File: config.mk
export PLATFORM = sky130hd
export DESIGN_NAME = sorted_multi_timer_queue
export DESIGN_NICKNAME = d
export VERILOG_FILES = /design/src/smtq_pkg.sv /design/src/sorted_multi_timer_queue.sv
export SDC_FILE = /design/constraint.sdc
export NUM_CORES = 2
export LEC_CHECK = 0
export BUFFER_PORTS_ARGS = -buffer_cell sky130_fd_sc_hd__buf_2
export CAP_MARGIN = 0
export CORE_ASPECT_RATIO = 0.7
export CORE_MARGIN = 4
export CORE_UTILIZATION = 45
export CTS_CLUSTER_DIAMETER = 80
export DETAILED_ROUTE_END_ITERATION = 6
export GPL_TIMING_DRIVEN = 0
export PLACE_DENSITY = 0.6
export SLEW_MARGIN = 10
export SYNTH_ARGS = -nofsm -noshare
export SYNTH_HDL_FRONTEND = slang
export SYNTH_SLANG_ARGS = --single-unit
File: constraint.sdc
create_clock -name clk_i -period 7.76 [get_ports clk_i]
set_clock_uncertainty 0.15 [all_clocks]
set_input_delay 0 -clock clk_i [delete_from_list [all_inputs] [get_ports clk_i]]
set_output_delay 0 -clock clk_i [all_outputs]
set_load 0.02 [all_outputs]
File: src/smtq_pkg.sv
package smtq_pkg;

  typedef enum logic [2:0] {
    OP_ADVANCE = 3'd0,
    OP_START   = 3'd1,
    OP_STOP    = 3'd2,
    OP_SETPER  = 3'd3,
    OP_QUERY   = 3'd4
  } op_e;

  localparam int unsigned SlotW = 4;
  localparam int unsigned CntW  = 32;
  localparam logic [CntW-1:0] Sat32 = 32'hffff_ffff;

  localparam logic RkExpire = 1'b0;
  localparam logic RkQuery  = 1'b1;

  typedef enum logic [7:0] {
    S_IDLE   = 8'b0000_0001,
    S_REDUCE = 8'b0000_0010,
    S_FIND   = 8'b0000_0100,
    S_REMOVE = 8'b0000_1000,
    S_SCAN   = 8'b0001_0000,
    S_SHIFT  = 8'b0010_0000,
    S_HEAD   = 8'b0100_0000,
    S_EMIT   = 8'b1000_0000
  } state_e;

endpackage

File: src/sorted_multi_timer_queue.sv
// Start, or set period of a running timer, finds and removes it, ages the queue and re-inserts
// it; stop finds and removes it; query enters the emit state and its reply strobes in the next.
// Advance first checks the head, then per expiry removes the timer and ages the queue, and for
// a recurring timer re-inserts it, with one event strobe per expiry.
// Throughput is one request at a time: busy stays high until the request is done; all work
// walks the queue one entry a cycle. Reset (async, active low) empties the queue and clears
// flags, periods and elapsed.
module sorted_multi_timer_queue #(
  parameter int unsigned NUM_TIMERS = 13
) (
  input  logic        clk_i,
  input  logic        rst_ni,
  input  logic        start,
  output logic        busy,
  input  logic [2:0]  opcode_i,
  input  logic [3:0]  timer_id_i,
  input  logic [15:0] cycles_i,
  input  logic [30:0] period_us_i,
  input  logic        recurring_i,
  output logic        valid_o,
  output logic        result_kind_o,
  output logic [3:0]  timer_num_o,
  output logic        is_running_o,
  output logic [30:0] period_reply_o,
  output logic        last_o
);

  localparam int unsigned QW = $clog2(NUM_TIMERS + 1);
  localparam int unsigned IW = (NUM_TIMERS > 1) ? $clog2(NUM_TIMERS) : 1;
  localparam int unsigned CW = smtq_pkg::CntW;

  logic [CW-1:0] rem_q [NUM_TIMERS];
  logic [CW-1:0] per_q [NUM_TIMERS];
  logic [NUM_TIMERS-1:0] run_q, rec_q, fired_q;
  logic [3:0]    ord_q [NUM_TIMERS];
  logic [QW-1:0] len_q;
  logic [CW-1:0] elap_q;

  smtq_pkg::state_e st_q;
  logic [QW-1:0] idx_q;
  logic [QW-1:0] pos_q;
  logic [3:0]    tid_q;
  logic [2:0]    op_q;
  logic          ins_q;

  logic          out_v_q, out_k_q, out_r_q, out_l_q;
  logic [3:0]    out_n_q;
  logic [30:0]   out_p_q;

  logic [IW-1:0] ix, ix1, tix, hix, ex;
  logic [CW-1:0] cur_rem, dif;
  logic          ge;
  logic          valid_id;

  assign busy = (st_q != smtq_pkg::S_IDLE);
  assign valid_id = ({1'b0, timer_id_i} < 5'(NUM_TIMERS));
  assign ix  = IW'(idx_q);
  assign ix1 = IW'(idx_q - QW'(1));
  assign tix = IW'(tid_q);
  assign hix = IW'(ord_q[0]);
  assign ex  = IW'(ord_q[ix]);
  // shared unit: the queued count at the walk pointer against elapsed or the new count
  assign cur_rem = rem_q[ex];
  assign dif = cur_rem - (ins_q ? rem_q[tix] : elap_q);
  assign ge  = (cur_rem >= elap_q);

  always_ff @(posedge clk_i or negedge rst_ni) begin
    if (!rst_ni) begin
      st_q    <= smtq_pkg::S_IDLE;
      run_q   <= '0;
      rec_q   <= '0;
      fired_q <= '0;
      len_q   <= '0;
      elap_q  <= '0;
      idx_q   <= '0;
      out_v_q <= 1'b0;
      ins_q   <= 1'b0;
      for (int i = 0; i < NUM_TIMERS; i++) per_q[i] <= '0;
    end else begin
      // strobe the result prepared during the emit cycle
      out_v_q <= (st_q == smtq_pkg::S_EMIT);
      unique case (st_q)
        smtq_pkg::S_IDLE: begin
          if (start) begin
            op_q    <= opcode_i;
            tid_q   <= timer_id_i;
            idx_q   <= '0;
            fired_q <= '0;
            ins_q   <= 1'b0;
            case (opcode_i)
              smtq_pkg::OP_ADVANCE: begin
                elap_q <= (smtq_pkg::Sat32 - elap_q < {16'd0, cycles_i}) ? smtq_pkg::Sat32
                          : elap_q + {16'd0, cycles_i};
                st_q <= smtq_pkg::S_HEAD;
              end
              smtq_pkg::OP_START: if (valid_id) begin
                if (period_us_i != '0) per_q[IW'(timer_id_i)] <= {period_us_i, 1'b0};
                rec_q[IW'(timer_id_i)] <= recurring_i;
                st_q <= run_q[IW'(timer_id_i)] ? smtq_pkg::S_FIND : smtq_pkg::S_REDUCE;
              end
              smtq_pkg::OP_STOP: if (valid_id && run_q[IW'(timer_id_i)]) begin
                st_q <= smtq_pkg::S_FIND;
              end
              smtq_pkg::OP_SETPER: if (valid_id) begin
                per_q[IW'(timer_id_i)] <= {period_us_i, 1'b0};
                if (run_q[IW'(timer_id_i)]) st_q <= smtq_pkg::S_FIND;
              end
              smtq_pkg::OP_QUERY: begin
                out_k_q <= smtq_pkg::RkQuery;
                out_n_q <= timer_id_i;
                out_r_q <= valid_id & run_q[IW'(timer_id_i)];
                out_p_q <= valid_id ? per_q[IW'(timer_id_i)][31:1] : '0;
                out_l_q <= 1'b1;
                st_q    <= smtq_pkg::S_EMIT;
              end
              default: ;
            endcase
          end
        end
        // locate the addressed timer in the queue
        smtq_pkg::S_FIND: begin
          if (idx_q >= len_q) begin
            idx_q <= '0;
            st_q  <= (op_q == smtq_pkg::OP_STOP) ? smtq_pkg::S_IDLE : smtq_pkg::S_REDUCE;
            if (op_q == smtq_pkg::OP_STOP) run_q[tix] <= 1'b0;
          end else if (ord_q[ix] == tid_q) begin
            st_q <= smtq_pkg::S_REMOVE;
          end else idx_q <= idx_q + QW'(1);
        end
        // close the gap, one entry a cycle
        smtq_pkg::S_REMOVE: begin
          if (idx_q + QW'(1) >= len_q) begin
            len_q <= len_q - QW'(1);
            idx_q <= '0;
            if (op_q == smtq_pkg::OP_ADVANCE) st_q <= smtq_pkg::S_REDUCE;
            else if (op_q == smtq_pkg::OP_STOP) begin
              run_q[tix] <= 1'b0;
              st_q <= smtq_pkg::S_IDLE;
            end else st_q <= smtq_pkg::S_REDUCE;
          end else begin
            ord_q[ix] <= ord_q[IW'(idx_q + QW'(1))];
            idx_q <= idx_q + QW'(1);
          end
        end
        // subtract elapsed from each queued count, saturating
        smtq_pkg::S_REDUCE: begin
          if (idx_q >= len_q) begin
            elap_q <= '0;
            idx_q  <= '0;
            if (op_q == smtq_pkg::OP_ADVANCE) begin
              if (rec_q[tix]) begin
                rem_q[tix] <= per_q[tix];
                ins_q <= 1'b1;
                st_q  <= smtq_pkg::S_SCAN;
              end else begin
                run_q[tix] <= 1'b0;
                st_q <= smtq_pkg::S_EMIT;
                out_k_q <= smtq_pkg::RkExpire;
                out_n_q <= tid_q;
                out_r_q <= 1'b0;
                out_p_q <= per_q[tix][31:1];
              end
            end else begin
              rem_q[tix] <= per_q[tix];
              run_q[tix] <= 1'b1;
              ins_q <= 1'b1;
              st_q  <= smtq_pkg::S_SCAN;
            end
          end else begin
            rem_q[ex] <= ge ? dif : '0;
            idx_q <= idx_q + QW'(1);
          end
        end
        // find the insertion point: after every count not above the new one
        smtq_pkg::S_SCAN: begin
          if (idx_q < len_q && cur_rem <= rem_q[tix])
            idx_q <= idx_q + QW'(1);
          else begin
            idx_q <= len_q;
            st_q  <= smtq_pkg::S_SHIFT;
            pos_q <= idx_q;
          end
        end
        // open a gap from the tail, then place the timer
        smtq_pkg::S_SHIFT: begin
          if (idx_q > pos_q) begin
            ord_q[ix] <= ord_q[ix1];
            idx_q <= idx_q - QW'(1);
          end else begin
            ord_q[ix] <= tid_q;
            len_q <= len_q + QW'(1);
            ins_q <= 1'b0;
            idx_q <= '0;
            if (op_q == smtq_pkg::OP_ADVANCE) begin
              st_q <= smtq_pkg::S_EMIT;
              out_k_q <= smtq_pkg::RkExpire;
              out_n_q <= tid_q;
              out_r_q <= run_q[tix];
              out_p_q <= per_q[tix][31:1];
            end else st_q <= smtq_pkg::S_IDLE;
          end
        end
        // decide whether the head expires now
        smtq_pkg::S_HEAD: begin
          if (len_q != '0 && !fired_q[hix] && elap_q >= rem_q[hix]) begin
            fired_q[hix] <= 1'b1;
            tid_q <= ord_q[0];
            idx_q <= '0;
            st_q  <= smtq_pkg::S_REMOVE;
          end else begin
            st_q <= smtq_pkg::S_IDLE;
          end
        end
        // hold the prepared result and look for more on advance
        smtq_pkg::S_EMIT: begin
          if (op_q == smtq_pkg::OP_ADVANCE) begin
            if (len_q != '0 && !fired_q[hix] && elap_q >= rem_q[hix]) begin
              out_l_q <= 1'b0;
              fired_q[hix] <= 1'b1;
              tid_q <= ord_q[0];
              idx_q <= '0;
              st_q  <= smtq_pkg::S_REMOVE;
            end else begin
              out_l_q <= 1'b1;
              st_q <= smtq_pkg::S_IDLE;
            end
          end else st_q <= smtq_pkg::S_IDLE;
        end
        default: st_q <= smtq_pkg::S_IDLE;
      endcase
    end
  end

  assign valid_o        = out_v_q;
  assign result_kind_o  = out_k_q;
  assign timer_num_o    = out_n_q;
  assign is_running_o   = out_r_q;
  assign period_reply_o = out_p_q;
  assign last_o         = out_l_q;

endmodule

======== Word level (Yosys, flattened, before mapping) ========
Memories as Yosys holds them, arrays and structs flattened. A register that Yosys moved wholly into a read port is not among the register bits.
Index checks and enable logic that the tools add are counted.
cells by class
  add/subtract/negate cells ............... 7
  multiply operators ...................... 0
  divide/modulo/power cells ............... 0
  magnitude comparators ................... 18
  eq/ne operators ......................... 40
  shift operators ......................... 0
  mux-type cells .......................... 152
  bitwise logic cells ..................... 11
  reductions and logical operators ........ 42
operators with widths
  kind                                                     number
  416-bit two-way mux                                      3
  416-bit case mux with 2 select lines                     1
  416-bit bitwise mux                                      1
  32-bit two-way mux                                       13
  32-bit binary-select mux with 4-bit select               2
  31-bit two-way mux                                       8
  13-bit two-way mux                                       10
  32-bit demux with 4-bit select                           1
  8-bit two-way mux                                        15
  4-bit two-way mux                                        26
  31-bit case mux with 3 select lines                      1
  13-bit case mux with 3 select lines                      2
  32-bit >= comparator                                     2
  32-bit case mux with 2 select lines                      1
  8-bit case mux with 8 select lines                       1
  1-bit two-way mux                                        47
  8-bit case mux with 5 select lines                       1
  32-bit by 16-bit adder with 32-bit output                1
  32-bit less-or-equal comparator                          1
  32-bit by 16-bit less-than comparator with 1-bit output  1
  4-bit case mux with 8 select lines                       1
  32-bit OR reduction                                      1
  32-bit subtractor                                        1
  32-bit subtractor, first input constant                  1
  57 further kinds                                         128
word-level totals
  flip-flop bits (word level) ............. 554
  latch bits .............................. 0
  memory bits (writable) .................. 468
  ROM bits ................................ 0
  input port bits ......................... 58
  output and inout port bits .............. 40
  logic and storage cells ................. 302
  memories kept ........................... 2
memory list
  memory  depth  width  rd ports  clocked after Yosys merged registers in  wr ports  RTL line                        source
  rem_q   13     32     3         1                                        1         sorted_multi_timer_queue.sv:32  logic [CW-1:0] rem_q [NUM_TIMERS];
  ord_q   13     4      4         0                                        1         sorted_multi_timer_queue.sv:35  logic [3:0] ord_q [NUM_TIMERS];

======== Longest topological paths before layout ========
  depth in word-level cells ............... 10
  depth in mapped cells ................... 24
  mapped depth without buffers ............ 20

======== Worst setup path before layout ========
Ideal clock, no wire load.
  path kind ............................... reg-to-reg
  start point ............................. reg idx_q[0]
  end point ............................... mem rem_q[12][0] (netlist name), enable pin
  setup time .............................. 461 ps
  arrival ................................. 5,473 ps
  required time ........................... 7,149 ps
  path slack .............................. 1,676 ps
  stages on the path, launching flop included .. 13
  buffers on the path ..................... 4
  period minus slack after synthesis ...... 6,084 ps
  cells stage by stage .................... dfrtp_1 -> buf_6 -> buf_4 -> buf_2 -> buf_2 -> inv_1 -> ha_1 -> nand2b_1 -> a221oi_1 -> nand2_1 -> a21oi_1 -> nand3_1 -> nor3_1
between the ends
  cells in the longest elaborated chain, start to end .. 7
  elaborated cells on any way between the ends .. 18
  classes of those cells .................. order compare (1); mux (11); bitwise (1); reduce/logical (4); memory (1)
ends and longest elaborated chain
  item                                                                     RTL line                                                                                           source
  start, declared                                                          sorted_multi_timer_queue.sv:40                                                                     logic [QW-1:0] idx_q;
  start signal, assigned                                                   sorted_multi_timer_queue.sv:128                                                                    end else idx_q <= idx_q + QW'(1);
  start signal, assigned                                                   sorted_multi_timer_queue.sv:142                                                                    idx_q <= idx_q + QW'(1);
  start signal, assigned                                                   sorted_multi_timer_queue.sv:171                                                                    idx_q <= idx_q + QW'(1);
  4-bit >= comparator                                                      sorted_multi_timer_queue.sv:147                                                                    if (idx_q >= len_q) begin
  1-bit two-way mux                                                        sorted_multi_timer_queue.sv:147
  1-bit two-way mux                                                        sorted_multi_timer_queue.sv:82                                                                     unique case (st_q)
  1-bit logical AND, on equally long branches                              sorted_multi_timer_queue.sv:170, sorted_multi_timer_queue.sv:152, sorted_multi_timer_queue.sv:164
  1-bit two-way mux, on equally long branches                              sorted_multi_timer_queue.sv:170, sorted_multi_timer_queue.sv:152, sorted_multi_timer_queue.sv:164
  32-bit OR reduction (no source line) or 1-bit OR (tied branches)         -
  4-bit two-way mux (no source line) or 1-bit two-way mux (tied branches)  -
  end, declared                                                            sorted_multi_timer_queue.sv:32
Several ways; a longest one is shown, not always the timed one.

==> PnR_summary.wiki <==
{| class="wikitable"
! Metric !! Value
|-
| Result of the run || finished with violations
|-
| Violations in the final reports || setup timing
|-
| Clock input transition at the sequential cells of the worst setup and hold paths || about 0.07 ns
|-
| M1 GR Usage || around 49%
|-
| Average size of a mapped cell || around 13 um^2
|-
| Flop and latch count out of synthesis || slightly above 1000
|-
| Slew at the pin closest to its max-slew limit || about 1.5 ns
|-
| Total global routing overflow || 0
|-
| Main synth FF type || sky130_fd_sc_hd__edfxtp_1
|-
| HP Class || input port to flip-flop
|-
| Int Pwr || ~0.014 W
|-
| Critical path startpoint || ord_q[0][1]
|-
| Initial antenna violation count || 5
|-
| Core ar. || 132000 um^2
|-
| Origin of the worst min-delay path || period_us_i[4]
|-
| Leakage power of the design || ~28 nW
|-
| Global routing's busiest layer || met1
|-
| Clock sink count || approximately 1000
|-
| Cell repeated most along the worst path || sky130_fd_sc_hd__nor3_1
|-
| Placed cell areas || 63600 um^2
|-
| Most common cell after layout, fill and taps aside || sky130_fd_sc_hd__nand2_1
|-
| Worst Hold End || per_q[229]
|-
| Unique masters post-synth || between 90 and 100
|-
| CP max FO || 10
|-
| Final Util || about half
|-
| Fill cell count || approximately 11000
|-
| Net count of the mapped netlist || roughly 5000
|-
| Number of cells on the worst hold path || 3
|-
| Number of vias per cell || 6.78
|-
| Final estimated routing congestion in global placement || around 1.0
|-
| Ratio of total power to cell area || around 360 nW/um^2
|-
| Die X-Extent || about 440 um
|-
| Start of the worst register-to-register path || ord_q[0][1]
|-
| Worst IR drop on VDD || approximately 220 uV
|-
| Startpoint type of the worst setup path || flip-flop
|-
| Capturing point of the worst reg2reg path || idx_q[1]
|-
| Number of global-route vias before repair || ~44000
|-
| Commonest non-fill, non-tap cells in the layout || sky130_fd_sc_hd__nand2_1, sky130_fd_sc_hd__edfxtp_1, sky130_fd_sc_hd__dfrtp_1
|-
| Critical Path RT || just over 8 ns
|-
| Crit path max-delay family || buffers and inverters
|-
| Synthesized instance count || roughly 4700
|-
| Number of flops mapped to enable cells by yosys || 517
|-
| Part of the Yosys area used for sequential elements || between 40% and 50%
|-
| Pin count of the biggest net entering global routing || a little over 90
|-
| CTS tree || yes
|-
| Syn. warnings || 0
|-
| Drt first-iter violations || around 7700
|-
| Unrepaired setup endpoints after global routing || false
|-
| IO Port Bufs || a little over 90
|-
| GRT met2 Usage || about two fifths
|-
| Max clock buf depth || 3
|-
| Total Power || roughly 0.024 W
|-
| Final wirelength || 229000 um
|-
| Post-route minimum period || roughly 7.8 ns
|-
| Combined global-route utilization of all metal layers || approximately 32%
|-
| Critical-path top delay cell || sky130_fd_sc_hd__clkbuf_1
|-
| Half-perimeter wire length of the detailed placement result || approximately 170000 um
|-
| Max Clock Freq || approximately 0.13 GHz
|-
| Met3 track demand over resource in global routing || around 14%
|-
| Capturing element type of the critical path || flip-flop
|-
| Number of cells on the worst reg-to-reg path || 14
|-
| CTS Root Buffer Type || sky130_fd_sc_hd__clkbuf_16
|-
| Crit path largest cell delay || about 1.1 ns
|-
| Hold Fails Final Rpt || 0
|-
| Buffers & Inverters on Critical Path || 3
|-
| Worst Slack Setup Final || -0.0140 ns
|-
| Crit share post-route || 100%
|-
| Asr flop ratio synth || about half
|-
| Combinational group share of total power || just over 50%
|-
| Post-layout instance area || 68300 um^2
|-
| Nets@finish || roughly 5300
|-
| First-pass GRT wire length || 326000 um
|-
| Area added between synthesis and finish || 13.9%
|-
| Biggest area consumer among synthesized cells || sky130_fd_sc_hd__edfxtp_1
|-
| Antenna viol nets, final || 0
|-
| Initial core utilization || between 40% and 50%
|-
| Portion of synthesized cell area occupied by the leading cell type || ~26%
|-
| DR WL/cell || roughly 33 um
|-
| Proportion of total power due to net switching || 43.4%
|-
| Total I/O pin count || 98
|-
| Max Cap Viol || 0
|-
| Row count || about 110
|-
| NetSw || approximately 0.011 W
|-
| Cell types with the largest area share after synthesis || sky130_fd_sc_hd__edfxtp_1, sky130_fd_sc_hd__dfrtp_1, sky130_fd_sc_hd__mux4_2
|-
| Worst-skew pair later-pin latency || approximately 0.78 ns
|-
| Worst hold-check slack || between 0.02 and 0.03 ns
|-
| Number of endpoints failing setup at the final stage || 1
|-
| H-Tree Level Count || 3
|-
| Proportion of layout cells with a drive suffix above 1 || 28.3%
|-
| Minimum setup slack among reg-to-reg paths || -0.01 ns
|-
| Vias || ~47000
|-
| Part of the power in registers || 28.0%
|-
| Number of iterations in the first detailed-routing pass || 6
|-
| Total CTS buffers || about 100
|-
| Cells traversed along the worst timing path || buf_1 -> clkbuf_1 -> mux4_2 -> mux4_2 -> inv_1 -> ha_1 -> nand2_1 -> nor3_1 -> and3_1 -> o211ai_1 -> a2111oi_2 -> nor3_1 -> nor3_1 -> mux2_1
|-
| Vertical extent of the die || ~310 um
|-
| Type of the setup path with the least slack || flip-flop to flip-flop
|-
| Number of pins with negative max-slew slack in the final report || 0
|-
| Clock network fraction of total power || a little over a fifth
|-
| Mapped Area || about 60000 um^2
|-
| Worst endpoint data arrival time || approximately 8.2 ns
|-
| Remaining DRCs || 0
|-
| Die Area || about 140000 um^2
|-
| Max-slew headroom at the worst pin || under 10%
|}
==> synthesized netlist by cell type, types with 15 or more instances <==
library cell               count
sky130_fd_sc_hd__a22oi_1      32
sky130_fd_sc_hd__buf_1        70
sky130_fd_sc_hd__o22ai_1      17
sky130_fd_sc_hd__nand4_1      22
sky130_fd_sc_hd__a211oi_1     23
sky130_fd_sc_hd__mux4_2      485
sky130_fd_sc_hd__dfrtp_1     491
sky130_fd_sc_hd__mux2_2      442
sky130_fd_sc_hd__o21a_1       20
sky130_fd_sc_hd__and3_1       78
sky130_fd_sc_hd__mux2_1       33
sky130_fd_sc_hd__buf_2        26
sky130_fd_sc_hd__edfxtp_1    517
sky130_fd_sc_hd__nand2b_1     38
sky130_fd_sc_hd__o31a_1       29
sky130_fd_sc_hd__a311oi_1     33
sky130_fd_sc_hd__xor2_1       15
sky130_fd_sc_hd__o21ai_0     143
sky130_fd_sc_hd__a31oi_1      25
sky130_fd_sc_hd__o211ai_1     53
sky130_fd_sc_hd__nor2b_1      34
sky130_fd_sc_hd__nor3_1       33
sky130_fd_sc_hd__nand2_1     575
sky130_fd_sc_hd__mux2i_1     101
sky130_fd_sc_hd__clkbuf_1    221
sky130_fd_sc_hd__nand3_1     178
sky130_fd_sc_hd__nor2_1      171
sky130_fd_sc_hd__buf_4        35
sky130_fd_sc_hd__ha_1        177
sky130_fd_sc_hd__xnor2_1      28
sky130_fd_sc_hd__a21o_1       53
sky130_fd_sc_hd__inv_1       134
sky130_fd_sc_hd__a21oi_1     130
==> worst max path at each step <==
stage                     to  slack, ns  cells after the start
4_1_cts        rem_q[10][30]       0.07                     24
3_5_place_dp    rem_q[9][30]      -1.26                     21
6_report            idx_q[1]      -0.01                     14
3_3_place_gp    rem_q[12][8]     -10.56                      5
5_1_grt             idx_q[2]       0.01                     18
2_1_floorplan   rem_q[12][0]       1.68                     12
==> layout make-up <==
| class | instances | area (um^2) | share of cell area [%] |
|---|---|---|---|
| Multi-Input combinational cell | 3161 | 30300 | 44.4 |
| Sequential cell | 1013 | 27900 | 40.9 |
| Clock buffer | 138 | 2860 | 4.19 |
| Timing Repair Buffer | 254 | 2380 | 3.49 |
| Tap cell | 1751 | 2190 | 3.21 |
| Buffer | 352 | 1590 | 2.33 |
| Clock inverter | 56 | 556 | 0.813 |
| Inverter | 137 | 514 | 0.753 |
| Antenna cell | 2 | 5.00 | 0.00732 |
==> what timing repair did <==
item / CTS / global route
hold endpoints to repair: 636 / 0
buffers inserted: 0 / 6
gates resized for setup: 31 / 34
endpoints found under the setup margin: 432 / 343
hold buffers: 101 / 0
pin swaps: 0 / 2
cloned: 0 / 0
==> cell families (layout without fill, tap and decap cells) <==
group,Yosys count,in the layout,share of synthesized area (%)
mux,1064,1064,28.9
buf+inv,491,937,3.37
fa+ha+maj,180,180,3.79
flops,1013,1013,46.5
simple gates,1202,1202,9.10
xor+xnor,45,45,0.701
compound gates,670,670,7.57
other cells,0,2,0
==> flip-flops by register name, indices dropped and copies added, names as in the netlist, 8 cells and up, named ones only <==
signal          flops
period_reply_o     31
rem_q             416
fired_q            13
rec_q              13
per_q             403
ord_q              52
elap_q             32
st_q                8
==> worst min-delay path, delay by kind of cell <==
kind	cells	cell delay, ns
buffers and inverters	2	0.74
muxes	1	0.16
==> per-layer routing <==
layer  vias to the layer above  routed length [um]
met1                     23800               96900
met5                         -                  80
met3                       493               36500
li1                      18700                   -
met4                         4                7790
met2                      3579               88100
==> power groups by stage <==
| stage | clock network, W | registers, W | logic (W) |
|---|---|---|---|
| 6_report | 0.00519 | 0.00685 | 0.0124 |
| 5_1_grt | 0.00544 | 0.00691 | 0.0131 |
| 3_5_place_dp | 0 | 0.00693 | 0.0117 |
| 4_1_cts | 0.00522 | 0.00683 | 0.0119 |
| 2_1_floorplan | 0 | 0.00686 | 0.00750 |
| 3_3_place_gp | 0 | 0.00693 | 0.0114 |
==> stage by stage <==
step                cells  TNS [ns]  worst slack [ns]
global route         6862         0            0.0127
detailed placement   6563   -357.85             -1.26
CTS                  6857         0            0.0679
global placement     6509  -9462.81            -10.56
finish               6864   -0.0140           -0.0140
floorplan            4665         0              1.68
Note: power is estimated with default switching activity, not from simulation.
